--- config.mk ---
export PLATFORM = sky130hd
export DESIGN_NAME = ipv4_cidr_text_validator_unit
export DESIGN_NICKNAME = d
export VERILOG_FILES = /design/src/rtl/icv_pkg.sv /design/src/rtl/icv_step.sv /design/src/rtl/ipv4_cidr_text_validator_unit.sv
export SDC_FILE = /design/constraint.sdc
export NUM_CORES = 1
export LEC_CHECK = 0
export BUFFER_PORTS_ARGS = -buffer_cell sky130_fd_sc_hd__buf_2
export CAP_MARGIN = 15
export CORE_ASPECT_RATIO = 0.9
export CORE_MARGIN = 4
export CORE_UTILIZATION = 60
export DETAILED_ROUTE_END_ITERATION = 8
export PLACE_DENSITY = 0.79
export RECOVER_POWER = 25
export SLEW_MARGIN = 15
export SYNTH_ARGS = -nofsm -noshare
export SYNTH_HDL_FRONTEND = slang
export SYNTH_HIERARCHICAL = 1
export SYNTH_SLANG_ARGS = --single-unit
--- constraint.sdc ---
create_clock -name clk -period 6.15 [get_ports clk]
set_input_delay 0.615 -clock clk [delete_from_list [all_inputs] [get_ports clk]]
set_output_delay 0.615 -clock clk [all_outputs]
set_load 0.1 [all_outputs]
--- src/rtl/icv_pkg.sv ---
package icv_pkg;

	// Character codes recognised by the parser.
	localparam logic [7:0] CHAR_ZERO  = 8'h30;
	localparam logic [7:0] CHAR_NINE  = 8'h39;
	localparam logic [7:0] CHAR_DOT   = 8'h2E;
	localparam logic [7:0] CHAR_SLASH = 8'h2F;

	// Field limits and saturation points.
	localparam logic [8:0] OCTET_MAX     = 9'd255;
	localparam logic [8:0] PREFIX_MAX    = 9'd32;
	localparam logic [8:0] VALUE_SAT     = 9'd256;
	localparam logic [1:0] DIGITS_SAT    = 2'd3;
	localparam logic [2:0] OCTETS_NEEDED = 3'd4;
	localparam logic [2:0] OCTETS_SAT    = 3'd7;

	// Parser state carried from one character to the next.
	typedef struct packed {
		logic       in_prefix;
		logic [2:0] octets_seen;
		logic [8:0] field_value;
		logic [1:0] field_digits;
		logic       field_leading_zero;
		logic       error_seen;
	} parse_state_t;

	localparam parse_state_t PARSE_RESET = '{
		in_prefix:          1'b0,
		octets_seen:        3'd0,
		field_value:        9'd0,
		field_digits:       2'd0,
		field_leading_zero: 1'b0,
		error_seen:         1'b0
	};

	// True when the current field has digits, no leading zero and fits the limit.
	function automatic logic field_ok(parse_state_t st, logic [8:0] limit);
		logic ok;
		ok = 1'b1;
		if (st.field_digits == 2'd0)
			ok = 1'b0;
		if (st.field_leading_zero && (st.field_digits > 2'd1))
			ok = 1'b0;
		if (st.field_value > limit)
			ok = 1'b0;
		return ok;
	endfunction

	// Closes an octet: checks it, counts it and clears the field.
	function automatic parse_state_t close_octet(parse_state_t st);
		parse_state_t r;
		r = st;
		if (!field_ok(st, OCTET_MAX))
			r.error_seen = 1'b1;
		if (st.octets_seen < OCTETS_SAT)
			r.octets_seen = st.octets_seen + 3'd1;
		r.field_value        = 9'd0;
		r.field_digits       = 2'd0;
		r.field_leading_zero = 1'b0;
		return r;
	endfunction

endpackage

--- src/rtl/icv_step.sv ---
// Next-state and verdict logic for one character of the address text.
module icv_step (
	input  icv_pkg::parse_state_t cur,
	input  logic [7:0]            char_in,
	input  logic                  is_last,
	output icv_pkg::parse_state_t nxt,
	output logic                  valid_res
);

	icv_pkg::parse_state_t upd;
	icv_pkg::parse_state_t fin;
	logic [3:0]  digit;
	logic [11:0] scaled;
	logic        is_digit;

	assign is_digit = (char_in >= icv_pkg::CHAR_ZERO) && (char_in <= icv_pkg::CHAR_NINE);
	assign digit    = 4'(char_in - icv_pkg::CHAR_ZERO);
	// value * 10 + digit, as two shifts and an add
	assign scaled   = ({3'b000, cur.field_value} << 3) + ({3'b000, cur.field_value} << 1)
	                + {8'h00, digit};

	always_comb begin
		upd = cur;
		if (is_digit) begin
			if ((cur.field_digits == 2'd0) && (digit == 4'd0))
				upd.field_leading_zero = 1'b1;
			upd.field_value = (scaled > {3'b000, icv_pkg::VALUE_SAT}) ?
			                  icv_pkg::VALUE_SAT : scaled[8:0];
			if (cur.field_digits < icv_pkg::DIGITS_SAT)
				upd.field_digits = cur.field_digits + 2'd1;
		end else if (char_in == icv_pkg::CHAR_DOT) begin
			if (cur.in_prefix) begin
				upd.error_seen         = 1'b1;
				upd.field_value        = 9'd0;
				upd.field_digits       = 2'd0;
				upd.field_leading_zero = 1'b0;
			end else begin
				upd = icv_pkg::close_octet(cur);
				if (cur.octets_seen >= (icv_pkg::OCTETS_NEEDED - 3'd1))
					upd.error_seen = 1'b1;
			end
		end else if (char_in == icv_pkg::CHAR_SLASH) begin
			if (cur.in_prefix) begin
				upd.error_seen         = 1'b1;
				upd.field_value        = 9'd0;
				upd.field_digits       = 2'd0;
				upd.field_leading_zero = 1'b0;
			end else begin
				upd = icv_pkg::close_octet(cur);
				if (upd.octets_seen != icv_pkg::OCTETS_NEEDED)
					upd.error_seen = 1'b1;
				upd.in_prefix = 1'b1;
			end
		end else begin
			upd.error_seen = 1'b1;
		end
	end

	// Final checks that apply only on the last character of a string.
	always_comb begin
		fin = upd;
		if (upd.in_prefix) begin
			if (!icv_pkg::field_ok(upd, icv_pkg::PREFIX_MAX))
				fin.error_seen = 1'b1;
		end else begin
			fin = icv_pkg::close_octet(upd);
			if (fin.octets_seen != icv_pkg::OCTETS_NEEDED)
				fin.error_seen = 1'b1;
		end
	end

	assign valid_res = !fin.error_seen;
	assign nxt       = is_last ? icv_pkg::PARSE_RESET : upd;

endmodule

--- src/rtl/ipv4_cidr_text_validator_unit.sv ---
// A verdict passes through the character stage and then the verdict register before it is presented.
// Throughput: one character per cycle, but for the stall on a held verdict.
// A held verdict stalls the input only once the next string's final character is in stage one.
// Reset: arst_n is asynchronous and active low; it empties both pipeline registers
// and returns the parser to its start state, with no strings in flight.
module ipv4_cidr_text_validator_unit (
	input  logic       clk,
	input  logic       arst_n,
	// Character stream.
	input  logic       s_tvalid,
	output logic       s_tready,
	input  logic [7:0] s_tdata,   // [7:0] char_in
	input  logic       s_tlast,   // is_last: marks the final character of the string
	// Verdict stream, one beat per string.
	output logic       m_tvalid,
	input  logic       m_tready,
	output logic [7:0] m_tdata    // [0] valid_res, [7:1] zero
);

	// The first stage holds the character being parsed. The parser state lives in
	// state_q and is updated in the same cycle that the character leaves stage one.
	logic [7:0] char_s1;
	logic       last_s1;
	logic       valid_s1;

	icv_pkg::parse_state_t state_q;
	icv_pkg::parse_state_t state_nxt;
	logic                  verdict;

	// The second stage holds the verdict until the downstream side takes it.
	logic res_s2;
	logic valid_s2;

	logic advance;

	// A character that ends a string can only move on when the verdict register is
	// free or is being emptied this cycle; any other character always moves on.
	assign advance  = valid_s1 && (!last_s1 || !valid_s2 || m_tready);
	assign s_tready = !valid_s1 || advance;

	icv_step u_step (
		.cur       (state_q),
		.char_in   (char_s1),
		.is_last   (last_s1),
		.nxt       (state_nxt),
		.valid_res (verdict)
	);

	always_ff @(posedge clk or negedge arst_n) begin
		if (!arst_n) begin
			valid_s1 <= 1'b0;
		end else if (s_tvalid && s_tready) begin
			valid_s1 <= 1'b1;
		end else if (advance) begin
			valid_s1 <= 1'b0;
		end
	end

	always_ff @(posedge clk) begin
		if (s_tvalid && s_tready) begin
			char_s1 <= s_tdata;
			last_s1 <= s_tlast;
		end
	end

	always_ff @(posedge clk or negedge arst_n) begin
		if (!arst_n) begin
			state_q <= icv_pkg::PARSE_RESET;
		end else if (advance) begin
			state_q <= state_nxt;
		end
	end

	always_ff @(posedge clk or negedge arst_n) begin
		if (!arst_n) begin
			valid_s2 <= 1'b0;
		end else if (advance && last_s1) begin
			valid_s2 <= 1'b1;
		end else if (m_tready) begin
			valid_s2 <= 1'b0;
		end
	end

	always_ff @(posedge clk) begin
		if (advance && last_s1) begin
			res_s2 <= verdict;
		end
	end

	assign m_tvalid = valid_s2;
	assign m_tdata  = {7'd0, res_s2};

endmodule
# Word level (Yosys, flattened, before mapping)
# Cells that the tools add are included.
# word_totals
register_bits	29
input_bits	13
output_inout_bits	10
word_cells	100
# classes
add_sub_neg	6
order_cmp	12
n_eq_ne	4
muxes	48
reduce_logical	19
# op_table
operator	count
$mux 17	2
$mux 1	32
$mux 3	8
$gt 9x8->1 const B	2
$eq 8x6->1 const B	2
$mux 16	1
$add 12x10->12	1
$add 12x4->12	1
$gt 12x9->1 const B	1
$mux 12	1
$gt 9x6->1 const B	1
$mux 9	1
$ge 8x6->1 const B	1
$le 8x6->1 const B	1
$mux 4	2
$logic_and 1x1->1	7
$add 3x1->3 const B	2
$lt 3x3->1 const B	2
$ne 3x3->1 const B	2
$gt 2x1->1 const B	2
$logic_not 1->1	4
$logic_not 2->1	2
$logic_not 4->1	1
$reduce_bool 2->1	2
other kinds (6)	8

# Logic depth before layout (Yosys ltp)
# Gate-level depths: netlist of run 1.
# depth
depth_word	23
depth_mapped	11
mapped_depth_nobuf	11

# Cells and area by module
# The synthesis of run 1 kept the hierarchy.
# by_module_without_submodules
mod	n_inst	cells_each	area_each_um2	seq_area_each_um2
ipv4_cidr_text_validator_unit	1	127	1470.2	775.7
icv_step	1	169	1237.4	0.0

# Worst setup path after synthesis of run 1
# Ideal clock, no wire load.
# synth_path
path_type	reg2reg
start	register state_q[4] (netlist name)
end	register state_q[10] (netlist name)
setup_time_ns	0.087
arrival_time_ns	2.984
required_ns	6.063
setup_slack_ns	3.079
path_stages_with_launch	11
path_buffers	0
period_less_slack_ns	3.071
path_cell_list	dfrtp_1 -> fa_1 -> fa_1 -> a21o_1 -> a21o_1 -> a2111o_1 -> a311oi_1 -> o21bai_1 -> o31ai_1 -> nand2_1 -> o211ai_1
# synth_lines
item	line_no	source
from (decl)	ipv4_cidr_text_validator_unit.sv:26	icv_pkg::parse_state_t state_q;
from (signal assigned)	ipv4_cidr_text_validator_unit.sv:68	state_q <= icv_pkg::PARSE_RESET;
from (signal assigned)	ipv4_cidr_text_validator_unit.sv:70	state_q <= state_nxt;

==> run_results.csv, run 1 <==
group,metric,value,unit
floorplan,die-area,5650,um^2
placement,dp_hpwl,4180,um
detailed_routing,wl_met2,2580,um
placement,port-buffer-count,15,
pwr,ir_drop,0.000153,V
detailed_routing,maxUsedRoutingLayer,"met4",
sta,max_freq,291,MHz
critical_path,r2r_end,"state_q[5]",
detailed_routing,vias,2267,
cts,cts_tree,"yes",
placement,gp_congestion,0.878,
sta,fin_ws,2.71,ns
hold_path,holdCritPathClass,"input pin to flip-flop",
run,maxCapViolCount,0,
sta,setup_viol,0,
critical_path,crit-reg2reg-launch,"state_q[4]",
cts,post_cts_buffers,0,
detailed_routing,totalWireLength,5970,um
floorplan,core.rowCount,22,
cts,clk_pin_slew,0.07,ns
placement,pre_cts_slack,2.78,ns
logic_synthesis,synth_async_sr_flop_share,0.655,
final_layout,diodes,0,
cts,h-tree-depth,2,
critical_path,arrival,3.63,ns
sta,holdWs,0.503,ns
critical_path,end_kind,"flip-flop",
hold_path,hold_start,"s_tdata[2]",
sta,fin_tns_setup,0,ns
sta,finClkSkew,0.00937,ns
hold_path,whs_path_depth,1,
sta,post-route-period-util,0.559,
status,status,"finished, final reports clean",
cts,numCtsBuffers,5,
global_routing,grt_pass1_vias,1984,
floorplan,die_h,71.7,um
final_layout,drive_above_1_share,0.140,
logic_synthesis,synthCells,296,
detailed_routing,via_per_inst,6.28,
logic_synthesis,syn_avg_cell_area,9.15,um^2
cts,cts_buffer_depth,2,
logic_synthesis,synth_compound_area_frac,0.231,
critical_path,reg2reg_slack,2.71,ns
global_routing,track_usage,0.217,
sta,tightestPinTransition,1.12,ns
logic_synthesis,synth-edff-count,10,
logic_synthesis,yosys.area_share.adder,0.107,
detailed_routing,m1WireLength,2900,um
detailed_routing,ant_nets,0,
critical_path,path_max_fanout,6,
cts,insertion_delay,0.28,ns
cts,hold_buffers,0,
global_routing,grt_pass1_wl,9800,um
sta,timing.final.hold_violations,0,
detailed_routing,wl_met3,456,um
logic_synthesis,synth_top_family_by_area,"simple AND/OR/NAND/NOR gates",
global_routing,antenna_found_initial,0,
pwr,comb_power_share,0.171,
pwr,internal-power,0.000398,W
cts,cts_root_buf,"clkbuf_8",
global_routing,grt_max_degree,37,
logic_synthesis,muxShareOfSynthArea,0.00786,
detailed_routing,drt-pass1-iter-count,7,
sta,relSlewSlack,0.255,
global_routing,overflow,0,
critical_path,path_class,"flip-flop to flip-flop",
pwr,p_leak,1.23,nW
final_layout,finish.utilization,0.677,
floorplan,num_io_pins,23,
pwr,switchingPower,0.000160,W
pwr,p_seq_frac,0.406,
final_layout,syn_to_final_growth,5.31,%
logic_synthesis,synthXorXnorAreaFrac,0.0194,
sta,finalMaxSlewViolations,0,
detailed_routing,drtIter0Drc,218,
logic_synthesis,synth_area,2710,um^2
floorplan,initial_core_util,0.643,
critical_path,cp.required,6.34,ns
pwr,p_per_area,196,nW/um^2
final_layout,nNetsFinal,335,
sta,period_minus_slack,3.44,ns
pwr,switching_share,0.287,
logic_synthesis,ys_seq_area_frac,0.287,
logic_synthesis,synth_ff_type,"dfrtp_1",
critical_path,cp-start-kind,"flip-flop",
floorplan,die_w,78.8,um
critical_path,rr_worst_depth,10,
logic_synthesis,yosysUniqueCellTypes,60,
logic_synthesis,ys_ff_latch,29,
final_layout,nFillCells,365,
logic_synthesis,yosys.area_share.simple,0.272,
cts,clock_sinks,29,
cts,cts_resized,0,
sta,rsz0062_at_grt,"false",
pwr,p_clk_frac,0.423,
hold_path,hold_path_end,"char_s1[2]",
detailed_routing,drc,0,
detailed_routing,wl_per_cell,16.5,um
floorplan,core-area,4210,um^2
logic_synthesis,yosysWarnings,6,
-- metal layers --
layer  global-route usage  vias to the layer above
met5                    0                        -
met3               0.0427                        4
met2                0.331                       95
met1                0.325                     1073
met4               0.0344                        0
li1                     -                     1095
-- stage by stage --
stage	cell area [um^2]	total power, W	std cells
2_1_floorplan	2730	0.000310	302
3_3_place_gp	2720	0.000323	353
3_5_place_dp	2720	0.000325	353
4_1_cts	2850	0.000560	361
5_1_grt	2850	0.000580	361
6_report	2850	0.000558	361
-- critical path, cell delays in order (launching register included) --
cell,delay [ns]
dfrtp_1,0.44
fa_1,0.54
ha_1,0.33
a211o_1,0.30
a21o_1,0.20
o2111ai_1,0.37
mux2i_1,0.34
nand3_2,0.19
o31ai_1,0.33
nand2_1,0.11
o211ai_2,0.19
-- power groups by stage --
stage	combinational (W)	clock [W]	sequential, W
floorplan	0.0000852	0	0.000225
global placement	0.0000930	0	0.000230
detailed placement	0.0000948	0	0.000230
CTS	0.0000951	0.000238	0.000226
global route	0.000103	0.000249	0.000228
finish	0.0000957	0.000236	0.000227
-- flip-flops by register name, summed over array words and instances (netlist names) --
signal / flops
last_s1: 1
res_s2: 1
char_s1: 8
valid_s1: 1
m_tvalid: 1
state_q: 17
-- cell type report --
cell class / count / area [um^2] / share of cell area
Multi-Input combinational cell: 239 / 1750 / 0.614
Sequential cell: 29 / 776 / 0.272
Timing Repair Buffer: 16 / 81.3 / 0.0285
Tap cell: 60 / 75.1 / 0.0263
Clock buffer: 5 / 68.8 / 0.0241
Clock inverter: 3 / 65.1 / 0.0228
Inverter: 9 / 33.8 / 0.0118
-- placed cells by master, fill, tap and decap left out, drive strengths merged, types with 3 or more instances in the layout --
cell / n
nand2: 31
nand2b: 20
ha: 20
dfrtp: 19
o211ai: 19
nand4b: 18
nor2: 17
buf: 15
a21oi: 13
edfxtp: 10
inv: 9
o21ai: 8
nor2b: 7
conb: 7
nand3: 7
o31ai: 7
o21a: 6
clkbuf: 6
a21o: 5
nor3: 5
xor2: 4
o2111ai: 3
a311oi: 3
nor3b: 3
nor4: 3
-- worst max path at each step --
| stage | startpoint | to |
|---|---|---|
| after floorplan | state_q[4] | state_q[10] |
| after global placement | state_q[4] | state_q[6] |
| after detailed placement | state_q[4] | state_q[5] |
| after CTS | state_q[4] | state_q[5] |
| after global routing | state_q[4] | state_q[6] |
| final | state_q[4] | state_q[5] |
-- cells in the mapped netlist (all sizes together) (5+ instances only) --
cell / count / area (um^2)
nor2b: 7 / 43.8
inv: 9 / 33.8
buf: 22 / 158
ha: 20 / 250
a21oi: 13 / 65.1
a21o: 5 / 37.5
edfxtp: 10 / 300
nand3: 7 / 40.0
o31ai: 7 / 57.6
nand4b: 18 / 158
o21ai: 8 / 40.0
nor3: 5 / 36.3
dfrtp: 19 / 475
nand2: 31 / 116
o211ai: 19 / 198
nand2b: 20 / 125
o21a: 6 / 45.0
nor2: 17 / 63.8
-- cells by family after synthesis --
group,count (synthesis)
mux,2
buf+inv,34
xor+xnor,6
compound gates,79
other cells,1
flops,29
fa+ha+maj,22
simple gates,123
(Power assumes the default switching activity.)
==> run 2, diff against run 1 <==
--- a/config.mk
+++ b/config.mk
@@ -5,13 +5,14 @@
 export SDC_FILE = /design/constraint.sdc
 export NUM_CORES = 1
 export LEC_CHECK = 0
+export ABC_AREA = 1
 export BUFFER_PORTS_ARGS = -buffer_cell sky130_fd_sc_hd__buf_2
 export CAP_MARGIN = 15
 export CORE_ASPECT_RATIO = 0.9
 export CORE_MARGIN = 4
 export CORE_UTILIZATION = 60
 export DETAILED_ROUTE_END_ITERATION = 8
-export PLACE_DENSITY = 0.79
+export PLACE_DENSITY = 0.8
 export RECOVER_POWER = 25
 export SLEW_MARGIN = 15
 export SYNTH_ARGS = -nofsm -noshare
==> constraint.sdc (replaced) <==
create_clock -name clk -period 3.56 [get_ports clk]
set_input_delay 0.356 -clock clk [delete_from_list [all_inputs] [get_ports clk]]
set_output_delay 0.356 -clock clk [all_outputs]
set_load 0.1 [all_outputs]
==> run 2 against run 1 <==
Compared with the run above: cell area fell by 11%; area after synthesis fell by 12%; sequential share of layout area rose by 3.2 points.
==> run_results.csv, run 2 <==
group,metric,value,unit
placement,dp_hpwl,3730,um
global_routing,grt_max_degree,21,
final_layout,nFillCells,330,
sta,setup_viol,0,
pwr,p_clk_frac,0.387,
cts,h-tree-depth,2,
final_layout,drive_above_1_share,0.0852,
final_layout,nNetsFinal,386,
sta,finClkSkew,0.00455,ns
critical_path,arrival,3.12,ns
cts,cts_root_buf,"clkbuf_8",
final_layout,final_cell_mix,"nand2_1, nand3_1, inv_1, nor2_1, ha_1",
detailed_routing,ant_nets,0,
global_routing,track_usage,0.214,
sta,timing.final.hold_violations,0,
global_routing,antenna_found_initial,0,
placement,port-buffer-count,15,
cts,cts_buffer_depth,2,
final_layout,fin_cells,398,
logic_synthesis,yosysTopAreaCellShare,0.198,
logic_synthesis,yosysWarnings,6,
logic_synthesis,ys_ff_latch,29,
floorplan,num_io_pins,23,
floorplan,die-area,5070,um^2
detailed_routing,drtIter0Drc,190,
pwr,p_leak,1.41,nW
cts,cts_tree,"yes",
pwr,p_seq_frac,0.461,
detailed_routing,drc,0,
final_layout,layout_commonest_cell,"nand2_1",
run,maxCapViolCount,0,
logic_synthesis,synthCells,339,
critical_path,cp.required,3.60,ns
detailed_routing,drt-pass1-iter-count,5,
cts,hold_buffers,0,
final_layout,largestRegisters,"state_q: 17 flops, char_s1: 8 flops",
logic_synthesis,synth_most_common_cell,"nand2_1",
logic_synthesis,synth_top_area_cell,"dfrtp_1",
pwr,internal-power,0.000595,W
detailed_routing,vias,2135,
logic_synthesis,synth_ff_type,"dfrtp_1",
pwr,switchingPower,0.000235,W
final_layout,ff_latch_area,776,um^2
final_layout,diodes,0,
pwr,switching_share,0.283,
sta,period_minus_slack,3.09,ns
final_layout,finish.utilization,0.674,
logic_synthesis,syn_avg_cell_area,7.07,um^2
logic_synthesis,synthTopCellsByArea,"dfrtp_1, nand2_1, edfxtp_1",
sta,tightestPinTransition,1.03,ns
pwr,p_per_area,325,nW/um^2
placement,placed_cell_area,2440,um^2
final_layout,syn_to_final_growth,6.42,%
critical_path,path_max_fanout,4,
floorplan,core.rowCount,21,
detailed_routing,totalWireLength,4920,um
floorplan,initial_core_util,0.633,
final_layout,largest_reg_flops,17,
sta,rsz0062_at_grt,"false",
pwr,ir_drop,0.000420,V
critical_path,end_kind,"flip-flop",
global_routing,overflow,0,
logic_synthesis,synthTopCellsByCount,"nand2_1, nand3_1, inv_1",
final_layout,fin_area,2550,um^2
critical_path,cp-start-kind,"flip-flop",
logic_synthesis,synth-edff-count,10,
floorplan,die_h,68.0,um
sta,fin_tns_setup,0,ns
floorplan,die_w,74.6,um
detailed_routing,wl_per_cell,12.4,um
detailed_routing,via_per_inst,5.36,
cts,insertion_delay,0.28,ns
global_routing,grt_pass1_vias,1818,
pwr,comb_power_share,0.152,
logic_synthesis,yosysUniqueCellTypes,37,
placement,dpl.cell_count,390,
cts,clk_pin_slew,0.06,ns
sta,max_freq,324,MHz
final_layout,multiInputGateArea,1380,um^2
cts,numCtsBuffers,5,
logic_synthesis,synth_area,2400,um^2
global_routing,grt_pass1_wl,8210,um
cts,post_cts_buffers,0,
placement,gp_congestion,0.857,
floorplan,core-area,3780,um^2
status,status,"finished, final reports clean",
hold_path,holdCritPathClass,"input pin to async pin",
sta,finalMaxSlewViolations,0,
logic_synthesis,synth_async_sr_flop_share,0.655,
critical_path,path_class,"flip-flop to flip-flop",
logic_synthesis,ys_seq_area_frac,0.324,
sta,post-route-period-util,0.867,
final_layout,top_register,"state_q",
cts,clock_sinks,29,
sta,relSlewSlack,0.314,
cts,cts_resized,0,
==> run 2: cell types whose count changed in the layout (fill, tap and decap cells not counted), moves of 5 or more <==
| cell | previous run | this run |
|---|---|---|
| nand2_1 | 31 | 101 |
| nand3_1 | 6 | 44 |
| inv_1 | 8 | 40 |
| nand2b_1 | 20 | 0 |
| nand4b_1 | 18 | 0 |
| nor2_1 | 17 | 35 |
| o211ai_2 | 11 | 0 |
| nor2b_1 | 7 | 0 |
| o211ai_1 | 8 | 1 |
| a21o_1 | 5 | 0 |
==> run 2: metrics by stage <==
step | hold WS (ns) | power (W) | setup slack (ns)
after global placement | 0.322 | 0.000512 | 0.633
after floorplan | 0.0604 | 0.000495 | 0.639
final | 0.236 | 0.000829 | 0.474
after detailed placement | 0.325 | 0.000514 | 0.509
after global routing | 0.241 | 0.000867 | 0.249
after CTS | 0.0223 | 0.000837 | 0.494
==> run 2: cell families (layout without fill, tap and decap cells) <==
family	count (synthesis)	in the layout	share of synthesized area
compound gates	34	34	0.0862
fa+ha+maj	22	22	0.121
buf+inv	57	64	0.109
flops	29	29	0.324
other cells	1	7	0.00157
simple gates	196	196	0.359
==> run 2: final timing paths <==
check	slack (ns)	from	depth (start not counted)	end
setup / recovery	0.47	state_q[6]	14	res_s2
max in group asynchronous	2.70	arst_n	1	state_q[4]
hold / removal	0.24	arst_n	1	state_q[14]
min in group clk	0.25	s_tdata[6]	1	char_s1[6]
hold reg to reg	0.49	state_q[1]	2	state_q[1]
setup reg to reg	0.47	state_q[6]	14	res_s2
==> run 2: metal layers <==
layer | GRT usage | wire [um]
met1 | 0.304 | 2420
met4 | 0.0489 | 26
met3 | 0.0617 | 256
met5 | 0 | 0
met2 | 0.322 | 2220
==> run 2: area by class of cell <==
class,count,area share
inverter,41,0.0604
clock inverter,2,0.0132
timing repair buffer,15,0.0289
multi-input combinational,259,0.542
clock buffer,6,0.0285
sequential,29,0.304
tap,46,0.0226
==> run 2: power groups by stage <==
stage               clock network (W)  registers (W)  logic (W)
finish                       0.000321       0.000382   0.000126
global route                 0.000344       0.000384   0.000138
CTS                          0.000329       0.000382   0.000126
detailed placement                  0       0.000388   0.000126
global placement                    0       0.000388   0.000124
floorplan                           0       0.000387   0.000108
==> run 2: worst max-delay path, stage by stage (launching register included) <==
cell and delay [ns]:
dfrtp_1 0.44, fa_1 0.53, fa_1 0.48, nand3_1 0.13, nand2_1 0.10, nand2_1 0.07
nand2_1 0.06, nor2_1 0.12, nand2_1 0.09, a21oi_2 0.18, nand2_1 0.12, o31ai_1 0.32
nand2_1 0.09, nand2_1 0.08, a21oi_2 0.05
==> run 3, diff against run 2 <==
--- a/config.mk
+++ b/config.mk
@@ -9,7 +9,6 @@
 export BUFFER_PORTS_ARGS = -buffer_cell sky130_fd_sc_hd__buf_2
 export CAP_MARGIN = 15
 export CORE_ASPECT_RATIO = 0.9
-export CORE_MARGIN = 4
 export CORE_UTILIZATION = 60
 export DETAILED_ROUTE_END_ITERATION = 8
 export PLACE_DENSITY = 0.8
==> constraint.sdc (replaced) <==
create_clock -name clk -period 3.45 [get_ports clk]
set_input_delay 0.345 -clock clk [delete_from_list [all_inputs] [get_ports clk]]
set_output_delay 0.345 -clock clk [all_outputs]
set_load 0.1 [all_outputs]
==> run 3 against run 2 <==
Compared with the run above: flip-flop and latch count did not move; die area decreased by 16%; sequential power rose by 2%; final cell count grew 0.25%; core utilization is 0.67 points higher; maximum frequency rose by 2.0%; total power increased by 3.8%; sequential share of layout area decreased by 0.089 points; combinational power rose by 9.5%; count of clock-buffer cells in the layout did not move; hold slack better by 0.0019 ns.
==> run_results.csv, run 3 (synthesized netlist as in run 2, its figures left out) <==
group,metric,value,unit
final_layout,layout_commonest_cell,"nand2_1",
floorplan,core.rowCount,21,
cts,hold_buffers,0,
sta,post-route-period-util,0.877,
hold_path,holdCritPathClass,"input pin to flip-flop",
cts,cts_resized,0,
floorplan,die_w,68.6,um
placement,dpl.cell_count,391,
pwr,power.total,0.000861,W
pwr,ir_drop,0.000247,V
sta,tightestPinTransition,1.09,ns
final_layout,diodes,0,
cts,post_cts_buffers,0,
status,status,"finished, final reports clean",
detailed_routing,drtIter0Drc,200,
sta,fin_tns_setup,0,ns
global_routing,grt_pass1_wl,8220,um
final_layout,top_register,"state_q",
global_routing,antenna_found_initial,0,
cts,insertion_delay,0.28,ns
pwr,p_seq_frac,0.451,
critical_path,path_max_fanout,4,
cts,cts_tree,"yes",
pwr,internal-power,0.000615,W
critical_path,startpoint,"state_q[4]",
final_layout,largest_reg_flops,17,
hold_path,hold_start,"s_tdata[3]",
detailed_routing,totalWireLength,5160,um
final_layout,drive_above_1_share,0.0878,
sta,finalMaxSlewViolations,0,
sta,relSlewSlack,0.276,
detailed_routing,vias,2208,
placement,port-buffer-count,15,
floorplan,core-area,3760,um^2
floorplan,die-area,4250,um^2
pwr,p_per_area,337,nW/um^2
critical_path,cp-start-kind,"flip-flop",
global_routing,overflow,0,
sta,holdWs,0.238,ns
pwr,switching_share,0.286,
placement,gp_congestion,0.907,
floorplan,die_h,62.0,um
global_routing,grt_pass1_vias,1843,
run,maxCapViolCount,0,
detailed_routing,drc,0,
detailed_routing,wl_per_cell,12.9,um
critical_path,crit-reg2reg-launch,"state_q[4]",
cts,clk_pin_slew,0.06,ns
cts,cts_root_buf,"clkbuf_8",
cts,h-tree-depth,2,
detailed_routing,ant_nets,0,
final_layout,syn_to_final_growth,6.74,%
floorplan,num_io_pins,23,
final_layout,largestRegisters,"state_q: 17 flops, char_s1: 8 flops",
sta,fin_ws,0.424,ns
global_routing,grt_max_degree,21,
final_layout,fin_cells,399,
pwr,comb_power_share,0.160,
critical_path,path_class,"flip-flop to flip-flop",
pwr,p_clk_frac,0.388,
sta,period_minus_slack,3.03,ns
final_layout,nFillCells,340,
critical_path,arrival,3.06,ns
detailed_routing,drt-pass1-iter-count,5,
sta,timing.final.hold_violations,0,
detailed_routing,via_per_inst,5.53,
placement,dp_hpwl,3800,um
sta,rsz0062_at_grt,"false",
global_routing,track_usage,0.270,
sta,max_freq,330,MHz
cts,numCtsBuffers,5,
pwr,switchingPower,0.000246,W
final_layout,nNetsFinal,387,
cts,clock_sinks,29,
sta,finClkSkew,0.00350,ns
sta,setup_viol,0,
critical_path,cp.required,3.49,ns
floorplan,initial_core_util,0.638,
critical_path,end_kind,"flip-flop",
pwr,p_leak,1.42,nW
final_layout,final_cell_mix,"nand2_1, nand3_1, inv_1, nor2_1, ha_1",
placement,pre_cts_slack,0.468,ns
cts,cts_buffer_depth,2,
run 3: cell count changes in the layout (fill, tap and decap cells not counted), sizes merged:
cell  before  now
buf       14   15
run 3: cell type report:
cell class | instances | area (um^2) | area share
Tap cell | 46 | 57.6 | 0.0225
Clock buffer | 6 | 72.6 | 0.0284
Clock inverter | 2 | 33.8 | 0.0132
Inverter | 41 | 154 | 0.0602
Sequential cell | 29 | 776 | 0.303
Multi-Input combinational cell | 259 | 1380 | 0.541
Timing Repair Buffer | 16 | 81.3 | 0.0318
run 3: per-layer routing:
layer | wire length [um] | vias up | part of all wire | global-route usage
met4 | 72 | 0 | 0.014 | 0.0923
met2 | 2270 | 92 | 0.44 | 0.419
met3 | 386 | 11 | 0.075 | 0.0657
met5 | 0 | - | 0 | 0
met1 | 2440 | 990 | 0.47 | 0.371
li1 | - | 1115 | - | -
run 3: through the flow:
stage / instance area [um^2] / util
finish: 2560 / 0.681
global route: 2560 / 0.681
CTS: 2560 / 0.681
detailed placement: 2450 / 0.653
global placement: 2450 / 0.653
floorplan: 2420 / -
run 3: path summary, 6_finish.rpt:
kind                                     to  cells after the start  slack, ns
worst max register to register       res_s2                     14       0.42
min in group asynchronous       state_q[13]                      1       0.25
worst max-delay path                 res_s2                     14       0.42
max in group asynchronous       state_q[12]                      1       2.55
worst min register to register   state_q[0]                      2       0.52
worst min-delay path             char_s1[3]                      1       0.24
run 3: critical path, cell delays in order, from the launching register on:
cell and delay (ns):
dfrtp_1 0.42, fa_1 0.55, fa_1 0.49, nand3_1 0.13
nand2_1 0.09, nand2_1 0.10, nand2_1 0.05, nand2_1 0.07
nand2_1 0.08, a21oi_2 0.18, nand2_1 0.11, o31ai_1 0.29
nor2_1 0.07, nand2_1 0.09, a21oi_2 0.05
run 3: power by group through the flow:
stage	logic (W)	clock network, W	registers [W]
3_5_place_dp	0.000137	0	0.000395
3_3_place_gp	0.000135	0	0.000395
6_report	0.000138	0.000334	0.000389
2_1_floorplan	0.000111	0	0.000400
4_1_cts	0.000138	0.000342	0.000388
5_1_grt	0.000151	0.000354	0.000391
